===== config.mk =====
export PLATFORM = sky130hd
export DESIGN_NAME = barometer_raw_compensation_flat
export DESIGN_NICKNAME = d
export VERILOG_FILES = /design/src/brc_pkg.sv /design/src/brc_if.sv /design/src/barometer_raw_compensation.sv /design/src/brc_divider.sv /design/src/flat_wrapper.sv
export SDC_FILE = /design/constraint.sdc
export NUM_CORES = 2
export LEC_CHECK = 0
export ABC_AREA = 1
export BUFFER_PORTS_ARGS = -buffer_cell sky130_fd_sc_hd__buf_4
export CAP_MARGIN = 20
export CELL_PAD_IN_SITES_DETAIL_PLACEMENT = 1
export CELL_PAD_IN_SITES_GLOBAL_PLACEMENT = 1
export CORE_MARGIN = 3
export CORE_UTILIZATION = 43
export CTS_CLUSTER_DIAMETER = 120
export CTS_CLUSTER_SIZE = 24
export DETAILED_ROUTE_END_ITERATION = 12
export GPL_ROUTABILITY_DRIVEN = 0
export PLACE_DENSITY_LB_ADDON = 0.1
export SLEW_MARGIN = 40
export SYNTH_ARGS = -nofsm -noshare
export SYNTH_HDL_FRONTEND = slang
export SYNTH_SLANG_ARGS = --single-unit

===== constraint.sdc =====
create_clock -name clk -period 12.9 [get_ports clk]
set_input_delay 1.935 -clock clk [delete_from_list [all_inputs] [get_ports clk]]
set_output_delay 1.935 -clock clk [all_outputs]
set_load 0.01 [all_outputs]

===== src/brc_pkg.sv =====
package brc_pkg;

  localparam logic OP_TEMP  = 1'b0;
  localparam logic OP_PRESS = 1'b1;

  localparam int unsigned DivSteps = 32;

  typedef struct packed {
    logic        start;
    logic        is_signed;
    logic [31:0] dividend;
    logic [31:0] divisor;
  } div_ctl_t;

  typedef struct packed {
    logic        busy;
    logic        done;
    logic [31:0] quotient;
  } div_stat_t;

  // Signed division by 2**k, truncating toward zero.
  function automatic logic [31:0] sdiv_pow2(input logic [31:0] a, input logic [4:0] k);
    logic [31:0] bias;
    bias = a[31] ? ((32'd1 << k) - 32'd1) : 32'd0;
    return 32'($signed(a + bias) >>> k);
  endfunction

endpackage


===== src/brc_if.sv =====
interface brc_in_if;
  logic        valid;
  logic        ready;
  logic        op;
  logic [23:0] raw_reading;
  logic [1:0]  oversampling;
  modport source(output valid, op, raw_reading, oversampling, input ready);
  modport sink(input valid, op, raw_reading, oversampling, output ready);
endinterface

interface brc_out_if;
  logic               valid;
  logic               ready;
  logic               result_kind;
  logic signed [31:0] result_value;
  logic               divide_error;
  modport source(output valid, result_kind, result_value, divide_error, input ready);
  modport sink(input valid, result_kind, result_value, divide_error, output ready);
endinterface


===== src/barometer_raw_compensation.sv =====
// Compensates raw barometer readings with the stored calibration words. Each
// item is worked through by a sequencer that steps one shared 32-bit
// multiplier and a radix-2 serial divider. The input is not ready while an
// item is being worked on. Every temperature item refreshes the stored B5
// used by later pressure items, unless its divisor was zero.
module barometer_raw_compensation
  import brc_pkg::*;
(
  input  logic        clk,
  input  logic        rst,
  brc_in_if.sink      in_ch,
  brc_out_if.source   out_ch,
  input  logic        psel,
  input  logic        penable,
  input  logic        pwrite,
  input  logic [4:0]  paddr,
  input  logic [63:0] pwdata,
  output logic [63:0] prdata,
  output logic        pready
);

  localparam logic [4:0] S_IDLE = 5'd0;
  localparam logic [4:0] S_T0   = 5'd1;
  localparam logic [4:0] S_T1   = 5'd2;
  localparam logic [4:0] S_T2   = 5'd3;
  localparam logic [4:0] S_P0   = 5'd4;
  localparam logic [4:0] S_P1   = 5'd5;
  localparam logic [4:0] S_P2   = 5'd6;
  localparam logic [4:0] S_P3   = 5'd7;
  localparam logic [4:0] S_P4   = 5'd8;
  localparam logic [4:0] S_P5   = 5'd9;
  localparam logic [4:0] S_P6   = 5'd10;
  localparam logic [4:0] S_P7   = 5'd11;
  localparam logic [4:0] S_P8   = 5'd12;
  localparam logic [4:0] S_P9   = 5'd13;
  localparam logic [4:0] S_P10  = 5'd14;
  localparam logic [4:0] S_P11  = 5'd15;
  localparam logic [4:0] S_P12  = 5'd16;
  localparam logic [4:0] S_P13  = 5'd17;
  localparam logic [4:0] S_P14  = 5'd18;
  localparam logic [4:0] S_P15  = 5'd19;
  localparam logic [4:0] S_DONE = 5'd20;

  localparam logic [1:0] REG_A123 = 2'd0;
  localparam logic [1:0] REG_A456 = 2'd1;
  localparam logic [1:0] REG_B12  = 2'd2;
  localparam logic [1:0] REG_MCMD = 2'd3;

  logic [47:0] reg_a123;
  logic [47:0] reg_a456;
  logic [31:0] reg_b12;
  logic [31:0] reg_mcmd;
  logic [31:0] temp_intermediate;

  logic [4:0]  state;
  logic        op;
  logic [15:0] raw_t;
  logic [23:0] up;
  logic [1:0]  oss;
  logic [31:0] b6, sq, x1, x3, b3, b4, b7, p, q;
  logic        b7_small;
  logic [31:0] value;
  logic        err;

  logic        out_valid;
  logic        out_kind;
  logic [31:0] out_value;
  logic        out_err;

  logic [31:0] ac1, ac2, ac3, ac4, ac5, ac6, b1, b2, mc, md;
  logic [31:0] mul_a, mul_b, prod;
  logic [31:0] den;

  div_ctl_t  div_ctl;
  div_stat_t div_stat;

  assign ac1 = {{16{reg_a123[47]}}, reg_a123[47:32]};
  assign ac2 = {{16{reg_a123[31]}}, reg_a123[31:16]};
  assign ac3 = {{16{reg_a123[15]}}, reg_a123[15:0]};
  assign ac4 = {16'd0, reg_a456[47:32]};
  assign ac5 = {16'd0, reg_a456[31:16]};
  assign ac6 = {16'd0, reg_a456[15:0]};
  assign b1  = {{16{reg_b12[31]}}, reg_b12[31:16]};
  assign b2  = {{16{reg_b12[15]}}, reg_b12[15:0]};
  assign mc  = {{16{reg_mcmd[31]}}, reg_mcmd[31:16]};
  assign md  = {{16{reg_mcmd[15]}}, reg_mcmd[15:0]};

  assign pready = 1'b1;

  always_comb begin
    unique case (paddr[4:3])
      REG_A123: prdata = {16'd0, reg_a123};
      REG_A456: prdata = {16'd0, reg_a456};
      REG_B12:  prdata = {32'd0, reg_b12};
      REG_MCMD: prdata = {32'd0, reg_mcmd};
      default:  prdata = '0;
    endcase
  end

  always_ff @(posedge clk) begin
    if (rst) begin
      reg_a123 <= '0;
      reg_a456 <= '0;
      reg_b12  <= '0;
      reg_mcmd <= '0;
    end else if (psel && penable && pwrite && pready) begin
      unique case (paddr[4:3])
        REG_A123: reg_a123 <= pwdata[47:0];
        REG_A456: reg_a456 <= pwdata[47:0];
        REG_B12:  reg_b12  <= pwdata[31:0];
        REG_MCMD: reg_mcmd <= pwdata[31:0];
        default:  reg_mcmd <= reg_mcmd;
      endcase
    end
  end

  // Operand selection for the one shared multiplier.
  always_comb begin
    mul_a = '0;
    mul_b = '0;
    unique case (state)
      S_T0:    begin mul_a = {16'd0, raw_t} - ac6; mul_b = ac5; end
      S_P0:    begin mul_a = temp_intermediate - 32'd4000;
                     mul_b = temp_intermediate - 32'd4000; end
      S_P1:    begin mul_a = b2; mul_b = sq; end
      S_P2:    begin mul_a = ac2; mul_b = b6; end
      S_P4:    begin mul_a = ac3; mul_b = b6; end
      S_P5:    begin mul_a = b1; mul_b = sq; end
      S_P7:    begin mul_a = ac4; mul_b = x3 + 32'h8000; end
      S_P8:    begin mul_a = {8'd0, up} - b3; mul_b = 32'd50000 >> oss; end
      S_P12:   begin mul_a = q; mul_b = q; end
      S_P13:   begin mul_a = x1; mul_b = 32'd3038; end
      S_P14:   begin mul_a = p; mul_b = -32'sd7357; end
      default: begin mul_a = '0; mul_b = '0; end
    endcase
  end

  assign prod = 32'(mul_a * mul_b);
  assign den  = x1 + md;

  always_comb begin
    div_ctl = '0;
    if (state == S_T1 && den != 32'd0) begin
      div_ctl.start     = 1'b1;
      div_ctl.is_signed = 1'b1;
      div_ctl.dividend  = mc << 11;
      div_ctl.divisor   = den;
    end else if (state == S_P9) begin
      div_ctl.start     = 1'b1;
      div_ctl.is_signed = 1'b0;
      div_ctl.dividend  = b7_small ? (b7 << 1) : b7;
      div_ctl.divisor   = b4;
    end
  end

  brc_divider u_div (
    .clk  (clk),
    .rst  (rst),
    .ctl  (div_ctl),
    .stat (div_stat)
  );

  always_ff @(posedge clk) begin
    if (rst) begin
      state             <= S_IDLE;
      temp_intermediate <= '0;
      out_valid         <= 1'b0;
    end else begin
      if (state == S_DONE && (!out_valid || out_ch.ready)) begin
        out_valid <= 1'b1;
      end else if (out_valid && out_ch.ready) begin
        out_valid <= 1'b0;
      end
      unique case (state)
        S_IDLE: begin
          if (in_ch.valid) begin
            op    <= in_ch.op;
            raw_t <= in_ch.raw_reading[15:0];
            up    <= in_ch.raw_reading >> (4'd8 - {2'b00, in_ch.oversampling});
            oss   <= in_ch.oversampling;
            err   <= 1'b0;
            value <= '0;
            state <= (in_ch.op == OP_TEMP) ? S_T0 : S_P0;
          end
        end
        S_T0: begin
          x1    <= sdiv_pow2(prod, 5'd15);
          state <= S_T1;
        end
        S_T1: begin
          if (den == 32'd0) begin
            err   <= 1'b1;
            state <= S_DONE;
          end else begin
            state <= S_T2;
          end
        end
        S_T2: begin
          if (div_stat.done) begin
            temp_intermediate <= x1 + div_stat.quotient;
            value <= sdiv_pow2(x1 + div_stat.quotient + 32'd8, 5'd4);
            state <= S_DONE;
          end
        end
        S_P0: begin
          b6    <= temp_intermediate - 32'd4000;
          sq    <= sdiv_pow2(prod, 5'd12);
          state <= S_P1;
        end
        S_P1: begin
          x1    <= sdiv_pow2(prod, 5'd11);
          state <= S_P2;
        end
        S_P2: begin
          x3    <= x1 + sdiv_pow2(prod, 5'd11);
          state <= S_P3;
        end
        S_P3: begin
          b3    <= sdiv_pow2((((ac1 << 2) + x3) << oss) + 32'd2, 5'd2);
          state <= S_P4;
        end
        S_P4: begin
          x1    <= sdiv_pow2(prod, 5'd13);
          state <= S_P5;
        end
        S_P5: begin
          x3    <= x1 + sdiv_pow2(prod, 5'd16);
          state <= S_P6;
        end
        S_P6: begin
          x3    <= sdiv_pow2(x3 + 32'd2, 5'd2);
          state <= S_P7;
        end
        S_P7: begin
          b4    <= prod >> 15;
          state <= S_P8;
        end
        S_P8: begin
          if (b4 == 32'd0) begin
            err   <= 1'b1;
            state <= S_DONE;
          end else begin
            b7       <= prod;
            b7_small <= !prod[31];
            state    <= S_P9;
          end
        end
        S_P9: begin
          state <= S_P10;
        end
        S_P10: begin
          if (div_stat.done) begin
            p     <= b7_small ? div_stat.quotient : (div_stat.quotient << 1);
            state <= S_P11;
          end
        end
        S_P11: begin
          q     <= sdiv_pow2(p, 5'd8);
          state <= S_P12;
        end
        S_P12: begin
          x1    <= prod;
          state <= S_P13;
        end
        S_P13: begin
          x1    <= sdiv_pow2(prod, 5'd16);
          state <= S_P14;
        end
        S_P14: begin
          x3    <= x1 + sdiv_pow2(prod, 5'd16);
          state <= S_P15;
        end
        S_P15: begin
          value <= p + sdiv_pow2(x3 + 32'd3791, 5'd4);
          state <= S_DONE;
        end
        S_DONE: begin
          if (!out_valid || out_ch.ready) begin
            out_kind  <= op;
            out_value <= value;
            out_err   <= err;
            state     <= S_IDLE;
          end
        end
        default: state <= S_IDLE;
      endcase
    end
  end

  assign in_ch.ready         = (state == S_IDLE);
  assign out_ch.valid        = out_valid;
  assign out_ch.result_kind  = out_kind;
  assign out_ch.result_value = out_value;
  assign out_ch.divide_error = out_err;

  a_no_accept_while_dividing: assert property (@(posedge clk) disable iff (rst)
    in_ch.ready |-> !div_stat.busy)
    else $error("input ready while the divider is busy");

  a_busy_after_accept: assert property (@(posedge clk) disable iff (rst)
    (in_ch.valid && in_ch.ready) |=> !in_ch.ready)
    else $error("input still ready after an item was accepted");

  a_error_gives_zero: assert property (@(posedge clk) disable iff (rst)
    (out_ch.valid && out_ch.divide_error) |-> (out_ch.result_value == 32'sd0))
    else $error("divide error with a nonzero value");

endmodule


===== src/brc_divider.sv =====
module brc_divider
  import brc_pkg::*;
(
  input  logic      clk,
  input  logic      rst,
  input  div_ctl_t  ctl,
  output div_stat_t stat
);

  logic [31:0] quo;
  logic [31:0] rem;
  logic [31:0] dsr;
  logic        neg;
  logic [5:0]  cnt;
  logic        busy;
  logic        done;
  logic [32:0] trial;

  assign trial = {rem, quo[31]};

  always_ff @(posedge clk) begin
    if (rst) begin
      busy <= 1'b0;
      done <= 1'b0;
      cnt  <= '0;
    end else begin
      done <= 1'b0;
      if (ctl.start) begin
        busy <= 1'b1;
        cnt  <= 6'(DivSteps);
        quo  <= (ctl.is_signed && ctl.dividend[31]) ? -ctl.dividend : ctl.dividend;
        dsr  <= (ctl.is_signed && ctl.divisor[31]) ? -ctl.divisor : ctl.divisor;
        neg  <= ctl.is_signed && (ctl.dividend[31] ^ ctl.divisor[31]);
        rem  <= '0;
      end else if (busy) begin
        if (trial >= {1'b0, dsr}) begin
          rem <= 32'(trial - {1'b0, dsr});
          quo <= {quo[30:0], 1'b1};
        end else begin
          rem <= trial[31:0];
          quo <= {quo[30:0], 1'b0};
        end
        cnt <= cnt - 6'd1;
        if (cnt == 6'd1) begin
          busy <= 1'b0;
          done <= 1'b1;
        end
      end
    end
  end

  assign stat.busy     = busy;
  assign stat.done     = done;
  assign stat.quotient = neg ? -quo : quo;

endmodule


===== src/flat_wrapper.sv =====
// flat-port wrapper written by rule: the top's interface ports become plain ports
module barometer_raw_compensation_flat import brc_pkg::*;
  (clk, rst, psel, penable, pwrite, paddr, pwdata, prdata, pready, in_ch_valid, in_ch_op, in_ch_raw_reading, in_ch_oversampling, in_ch_ready, out_ch_valid, out_ch_result_kind, out_ch_result_value, out_ch_divide_error, out_ch_ready);
  brc_in_if in_ch_i ();
  brc_out_if out_ch_i ();
  input  logic clk;
  input  logic rst;
  input  logic psel;
  input  logic penable;
  input  logic pwrite;
  input  logic [4:0] paddr;
  input  logic [63:0] pwdata;
  output logic [63:0] prdata;
  output logic pready;
  input wire logic [$bits(in_ch_i.valid)-1:0] in_ch_valid;
  input wire logic [$bits(in_ch_i.op)-1:0] in_ch_op;
  input wire logic [$bits(in_ch_i.raw_reading)-1:0] in_ch_raw_reading;
  input wire logic [$bits(in_ch_i.oversampling)-1:0] in_ch_oversampling;
  output wire logic [$bits(in_ch_i.ready)-1:0] in_ch_ready;
  output wire logic [$bits(out_ch_i.valid)-1:0] out_ch_valid;
  output wire logic [$bits(out_ch_i.result_kind)-1:0] out_ch_result_kind;
  output wire logic [$bits(out_ch_i.result_value)-1:0] out_ch_result_value;
  output wire logic [$bits(out_ch_i.divide_error)-1:0] out_ch_divide_error;
  input wire logic [$bits(out_ch_i.ready)-1:0] out_ch_ready;
  assign in_ch_i.valid = in_ch_valid;
  assign in_ch_i.op = in_ch_op;
  assign in_ch_i.raw_reading = in_ch_raw_reading;
  assign in_ch_i.oversampling = in_ch_oversampling;
  assign in_ch_ready = in_ch_i.ready;
  assign out_ch_valid = out_ch_i.valid;
  assign out_ch_result_kind = out_ch_i.result_kind;
  assign out_ch_result_value = out_ch_i.result_value;
  assign out_ch_divide_error = out_ch_i.divide_error;
  assign out_ch_i.ready = out_ch_ready;
  barometer_raw_compensation u_core (.clk(clk), .rst(rst), .in_ch(in_ch_i), .out_ch(out_ch_i), .psel(psel), .penable(penable), .pwrite(pwrite), .paddr(paddr), .pwdata(pwdata), .prdata(prdata), .pready(pready));
endmodule

Yosys cells after proc, flatten, opt, wreduce, memory -nomap -nowiden
Cells that the tools add are included.

Bits in read-only memories: 0. Logic and storage cells: 201. Bits in latches: 0. Bits in registers: 665. Memory bits (writable): 0. Memories: 0. Output and inout port bits: 101.

$add $sub $neg: 30. Order comparisons: 1. Multiply operators: 1. Reduce and logical (&&, ||, !) cells: 47. Equality and inequality tests: 30. Divide/modulo/power cells: 0. Bitwise operators: 4. Shifts and indexed selects: 3. Multiplexer cells: 50.

Operators by type and width (number): adder 32 bit (13); two-way mux 32 bit (11); one-hot mux 32 bit (11 select lines) (1); one-hot mux 32 bit (9 select lines) (1); one-hot mux 64 bit (4 select lines) (1); one-hot mux 32 bit (3 select lines) (2); one-hot mux 32 bit (5 select lines) (1); two-way mux 66 bit (2); one-hot mux 5 bit (21 select lines) (1); negator 32 bit (3); adder 32 x 2 -> 32 bit, second input constant (2); logical NOT 32 bit (2); == test 5 x 4 -> 1 bit, second input constant (8); greater-or-equal comparator 33 x 32 -> 1 bit (1); adder 32 x 12 -> 32 bit (1); adder 32 x 12 -> 32 bit, second input constant (1); adder 32 x 16 -> 32 bit, second input constant (1); adder 32 x 2 -> 32 bit (1); adder 32 x 4 -> 32 bit, second input constant (1); adder 32 x 8 -> 32 bit (1); multiplier 32 x 32 -> 32 bit (1); nonzero test 32 bit (1); left shift 32 x 2 -> 32 bit (1); right shift 16 x 2 -> 32 bit, first input constant (1); other kinds (45) (107).

Logic depth before layout (Yosys ltp)
Word-level depth: 8. Depth in mapped cells: 83.

Modules after synthesis
A second synthesis with hierarchy kept.

Cells, all modules: 10623. Area total of the unflattened synthesis: 73045.1 um^2.

Modules (own cells, without submodules): barometer_raw_compensation (instances 1, cells an instance 9164, area each 63360.8 um^2); brc_divider (instances 1, cells an instance 1459, area each 9684.3 um^2).

Worst setup path after synthesis
OpenSTA, ideal clock, no wires.

Path kind: register to register. From: register u_core.oss[0]. To: register u_core.x3[31], data pin. Path buffers: 8. Stages on the path, launching flop included: 73. Period minus slack after synthesis: 12388 ps. Arrival time: 12133 ps. Data required time: 12646 ps. Setup slack: 512 ps. Setup time: 254 ps. Path through: edfxtp_1 -> clkbuf_1 -> clkbuf_1 -> inv_1 -> clkbuf_1 -> buf_1 -> clkbuf_1 -> ha_1 -> a221oi_1 -> nand2_1 -> clkbuf_1 -> inv_1 -> clkbuf_1 -> nor2_1 -> fa_1 -> inv_1 -> fa_1 -> inv_1 -> [37 not listed] -> nor2_1 -> o21bai_1 -> a21boi_0 -> o21ai_0 -> a21boi_0 -> inv_1 -> nand4_1 -> nand2_1 -> a21oi_1 -> o21bai_1 -> nand2_1 -> a22oi_1 -> nand2_1 -> nand3_1 -> xor2_1 -> nand2_1 -> nand3_1 -> nand2_1.

Cells in the longest elaborated chain, start to end: 7. Elaborated cells on any way between the ends: 10. Classes of those cells: add/sub (4); mul (1); shift (1); mux (4).

Ends and longest elaborated chain: start: declaration (line barometer_raw_compensation.sv:59) `logic [1:0] oss;`; start signal: assignment (line barometer_raw_compensation.sv:180) `oss <= in_ch.oversampling;`; right shift 16 x 2 -> 32 bit * (line barometer_raw_compensation.sv:130) `S_P8: begin mul_a = {8'd0, up} - b3; mul_b = 32'd50000 >> oss; end`; one-hot mux 32 bit (9 select lines) * (line barometer_raw_compensation.sv:121) `unique case (state)`; multiplier 32 x 32 -> 32 bit * (line barometer_raw_compensation.sv:138) `assign prod = 32'(mul_a * mul_b);`; two-way mux 16 bit or two-way mux 11 bit (tied branches) (line brc_pkg.sv:24) `bias = a[31] ? ((32'd1 << k) - 32'd1) : 32'd0;`; adder 32 bit (line brc_pkg.sv:25) `return 32'($signed(a + bias) >>> k);`; adder 32 bit (on tied branches) (line barometer_raw_compensation.sv:227, barometer_raw_compensation.sv:270, barometer_raw_compensation.sv:215); one-hot mux 32 bit (3 select lines) * (line barometer_raw_compensation.sv:174) `unique case (state)`; end signal: assignment (line barometer_raw_compensation.sv:227) `x3 <= x1 + sdiv_pow2(prod, 5'd16);`; end signal: assignment (line barometer_raw_compensation.sv:231) `x3 <= sdiv_pow2(x3 + 32'd2, 5'd2);`; end signal: assignment (line barometer_raw_compensation.sv:270) `x3 <= x1 + sdiv_pow2(prod, 5'd16);`; end: declaration (line barometer_raw_compensation.sv:60) `logic [31:0] b6, sq, x1, x3, b3, b4, b7, p, q;`.

Mark *: on every way between the ends. The rest lies on a longest branch, timed or not. A chain may end at the register's enable or synchronous reset.

Worst setup path after layout
From: register u_core.state[3]. To: register u_core.x3[31], data pin.

Cells in the longest elaborated chain, start to end: 8. Elaborated cells on any way between the ends: 25. Classes of those cells: add/sub (4); mul (1); eq/ne (12); mux (5); reduce/logical (3).

Ends and longest elaborated chain: start: declaration (line barometer_raw_compensation.sv:55) `logic [4:0] state;`; start signal: assignment (line barometer_raw_compensation.sv:183) `state <= (in_ch.op == OP_TEMP) ? S_T0 : S_P0;`; == test 5 x 3 -> 1 bit, or another cell as far along (line barometer_raw_compensation.sv:121); OR reduction 2 bit (no source line); one-hot mux 32 bit (9 select lines) (line barometer_raw_compensation.sv:121); multiplier 32 x 32 -> 32 bit (line barometer_raw_compensation.sv:138); two-way mux 16 bit or two-way mux 11 bit (tied branches) (line brc_pkg.sv:24); adder 32 bit (line brc_pkg.sv:25); adder 32 bit (on tied branches) (line barometer_raw_compensation.sv:227, barometer_raw_compensation.sv:270, barometer_raw_compensation.sv:215); one-hot mux 32 bit (3 select lines) * (line barometer_raw_compensation.sv:174).

Marked as above.

==> results.yml <==
grt:
  first_global_vias: 78121
  grt_first_pass_wirelength_um: 497000
  overflow: 0
  grt_max_degree: 103
  track_usage_pct: 39.6
  antenna_found_initial: 21
die:
  die_area_um2: 168000
  core_region_area_um2: 161000
  die_w_um: 410
  pin_count: 204
  initial_utilization_pct: 43.5
  fp.dieH_um: 410
  rows: 147
cts:
  clock_tree_from_tritoncts: "built"
  cts_buffer_depth: 3
  hold_buffers: 0
  clkLatencyLatePin_ps: 720
  cts-buffers-inserted: 39
  clock_sinks: 665
  cts_root_buf: "clkbuf_16"
  clk_pin_slew_worst_paths_ps: 120
  cts_htree_levels: 2
finish:
  largestRegisters: "u_core.reg_a123 (48), u_core.reg_a456 (48)"
  drive_gt1_share_pct: 17.9
  fillerInstances: 20892
  regArea_um2: 17900
  mostFrequentLayoutCell: "nand2_1"
  commonest_cells_after_routing_fill_and_taps_aside: "nand2_1 (2394), inv_1 (1726), buf_4 (1266), nor2_1 (1132), o21ai_0 (588)"
  final_net_count: 12153
  area_growth_pct: 23.0
  multiInputGateArea_um2: 46200
sta:
  total_of_endpoints_with_negative_setup_slack_in_the_final_report: 0
  final_count_of_pins_violating_max_slew: 0
  maxClockFrequency_mhz: 77.8
  timing.final.crit_period_ps: 12850
  finalHoldViolations: 0
  timing.slew.headroom_pct: 36.3
  tightest_slew_ps: 952
  layout_setup_ws_ps: 52.1
  final.setup_skew_ps: 102
  period_share_pct: 99.6
  rsz0062_at_grt: "yes"
  fin_hold_ws_ps: 425
detailed_routing:
  vias_per_cell: 5.73
  initialDrtViolationCount: 7947
  detail_route.first_pass.iterations: 8
  final_routed_drc_violation_total: 0
  via_count_of_the_routed_design: 77193
  wl_um: 349000
  wire_per_inst_um: 25.9
  postRouteAntennaNets: 0
synthesis:
  syn_avg_cell_area_um2: 6.94
  postSynth.topFlopCell: "edfxtp_1"
  synthesis_stage_register_bit_count: 665
  number_of_enable_type_register_cells_in_the_synthesized_netlist: 459
  synthDistinctLibCells: 72
  async_flop_share_pct: 0
  synth_sequential_area_ratio_pct: 25.5
  synthesis.instances: 10101
  netlist_area_um2: 70100
  yosysWarnings: 0
worst_setup_path:
  endpoint_kind: "flop"
  cp_num_buf_inv: 18
  crit-reg2reg-launch: "u_core.state[3]"
  critical_path_arrival_ps: 13310
  worst_path_largest_cell_delay_ps: 580
  worst_path_max_delay_cell: "fa_1"
  timing.critical_path.required_ps: 13370
  critical_path_peak_fanout: 19
  path_delay_family: "adder cells"
  setup.worst_path.class: "flop to flop"
  setup.worst_path.start: "u_core.state[3]"
  timing.critical_path.from_type: "flop"
  crit_path_frequent_cell: "nor2_1"
power_and_ir_drop:
  p_leak_nw: 42.5
  totalPowerFinal_mw: 22.3
  ir_drop_uv: 401
  p_per_area_nw_per_um2: 259
min_path:
  hold_path_startpoint: "u_core.value[14]"
  min_path_type: "flop to flop"
place:
  port_buffers: 167
  place_ws_ps: -1180
  post-dp-hpwl_um: 281000
job:
  drv.max_cap_violation_count: 0
run_status:
  run_status: "completed"
## cell usage after synthesis (all sizes together), types with 5 or more instances
cell / number / share of area [%]
a221oi: 11 / 0.14
clkinv: 12 / 0.064
o2111ai: 30 / 0.37
ha: 381 / 6.8
nand3b: 51 / 0.55
nor3: 121 / 0.89
nor2: 1257 / 7.0
o31ai: 12 / 0.15
o22ai: 21 / 0.19
o221ai: 5 / 0.062
o21ai: 640 / 4.6
o21bai: 21 / 0.22
a22oi: 7 / 0.075
xor2: 282 / 3.5
nand4: 146 / 1.3
a21o: 25 / 0.27
inv: 1813 / 9.7
mux2i: 6 / 0.086
a211oi: 17 / 0.18
a21oi: 487 / 3.5
clkbuf: 196 / 1.0
and3: 5 / 0.045
dfxtp: 206 / 5.9
or2: 39 / 0.35
nor4: 48 / 0.43
o211ai: 41 / 0.45
buf: 77 / 0.67
a31oi: 33 / 0.29
xnor2: 89 / 1.1
o21a: 18 / 0.19
nand2: 2517 / 14
a21boi: 11 / 0.12
fa: 416 / 12
edfxtp: 459 / 20
and2: 14 / 0.12
nand3: 549 / 4.0
a22o: 14 / 0.17
## per-stage QoR
step	instances	setup TNS (ps)	util, %	instance area [um^2]
after floorplan	10120	0	-	70200
after global placement	13283	-7720	50.8	82000
after detailed placement	13288	-15130	50.9	82100
after CTS	13377	0	52.0	83900
after global routing	13441	-2440	53.4	86200
final	13460	0	53.5	86300
## cells by family (layout without fill, tap and decap cells)
family          count (synthesis)  count (layout)  share of synthesized area [%]
fa+ha+maj                     797             797                           18.7
simple gates                 4752            4752                           28.4
other cells                     2              41                         0.0107
compound gates               1410            1410                           11.2
buf+inv                      2098            3258                           11.5
xor+xnor                      371             371                           4.66
flops                         665             665                           25.5
mux                             6               6                         0.0857
## metal layers
metal	wire, um	global-route usage, %
met1	132000	48.0
met2	153000	61.7
met3	37000	11.9
met4	26900	24.0
met5	436	0.661
## where the power goes
| part | total, mW | internal [mW] | switching, mW |
|---|---|---|---|
| Sequential | 3.17 | 3.01 | 0.157 |
| Combinational | 17.6 | 6.63 | 11.0 |
| Clock | 1.53 | 0.626 | 0.904 |
## final cells by class
class,count,share of cell area [%]
multi-input combinational,7357,53.5
sequential,665,20.8
timing repair buffer,1365,13.0
inverter,1825,8.02
tap,2160,3.13
clock buffer,51,1.20
clock inverter,17,0.297
antenna,20,0.0580
## repair_timing
action / in CTS / in global routing
pin swaps: 24 / 193
resized for setup: 102 / 447
endpoints found under the setup margin: 24 / 24
setup buffers: 21 / 61
cloned: 0 / 4
## worst paths after layout
| check | to | slack [ps] | cells after the start |
|---|---|---|---|
| min | u_core.out_ch.result_value[14] | 430 | 0 |
| min reg2reg | u_core.out_ch.result_value[14] | 430 | 0 |
| max reg2reg | u_core.x3[31] | 50 | 72 |
| max | u_core.x3[31] | 50 | 72 |
No activity file was read; power rests on OpenSTA's default activity.
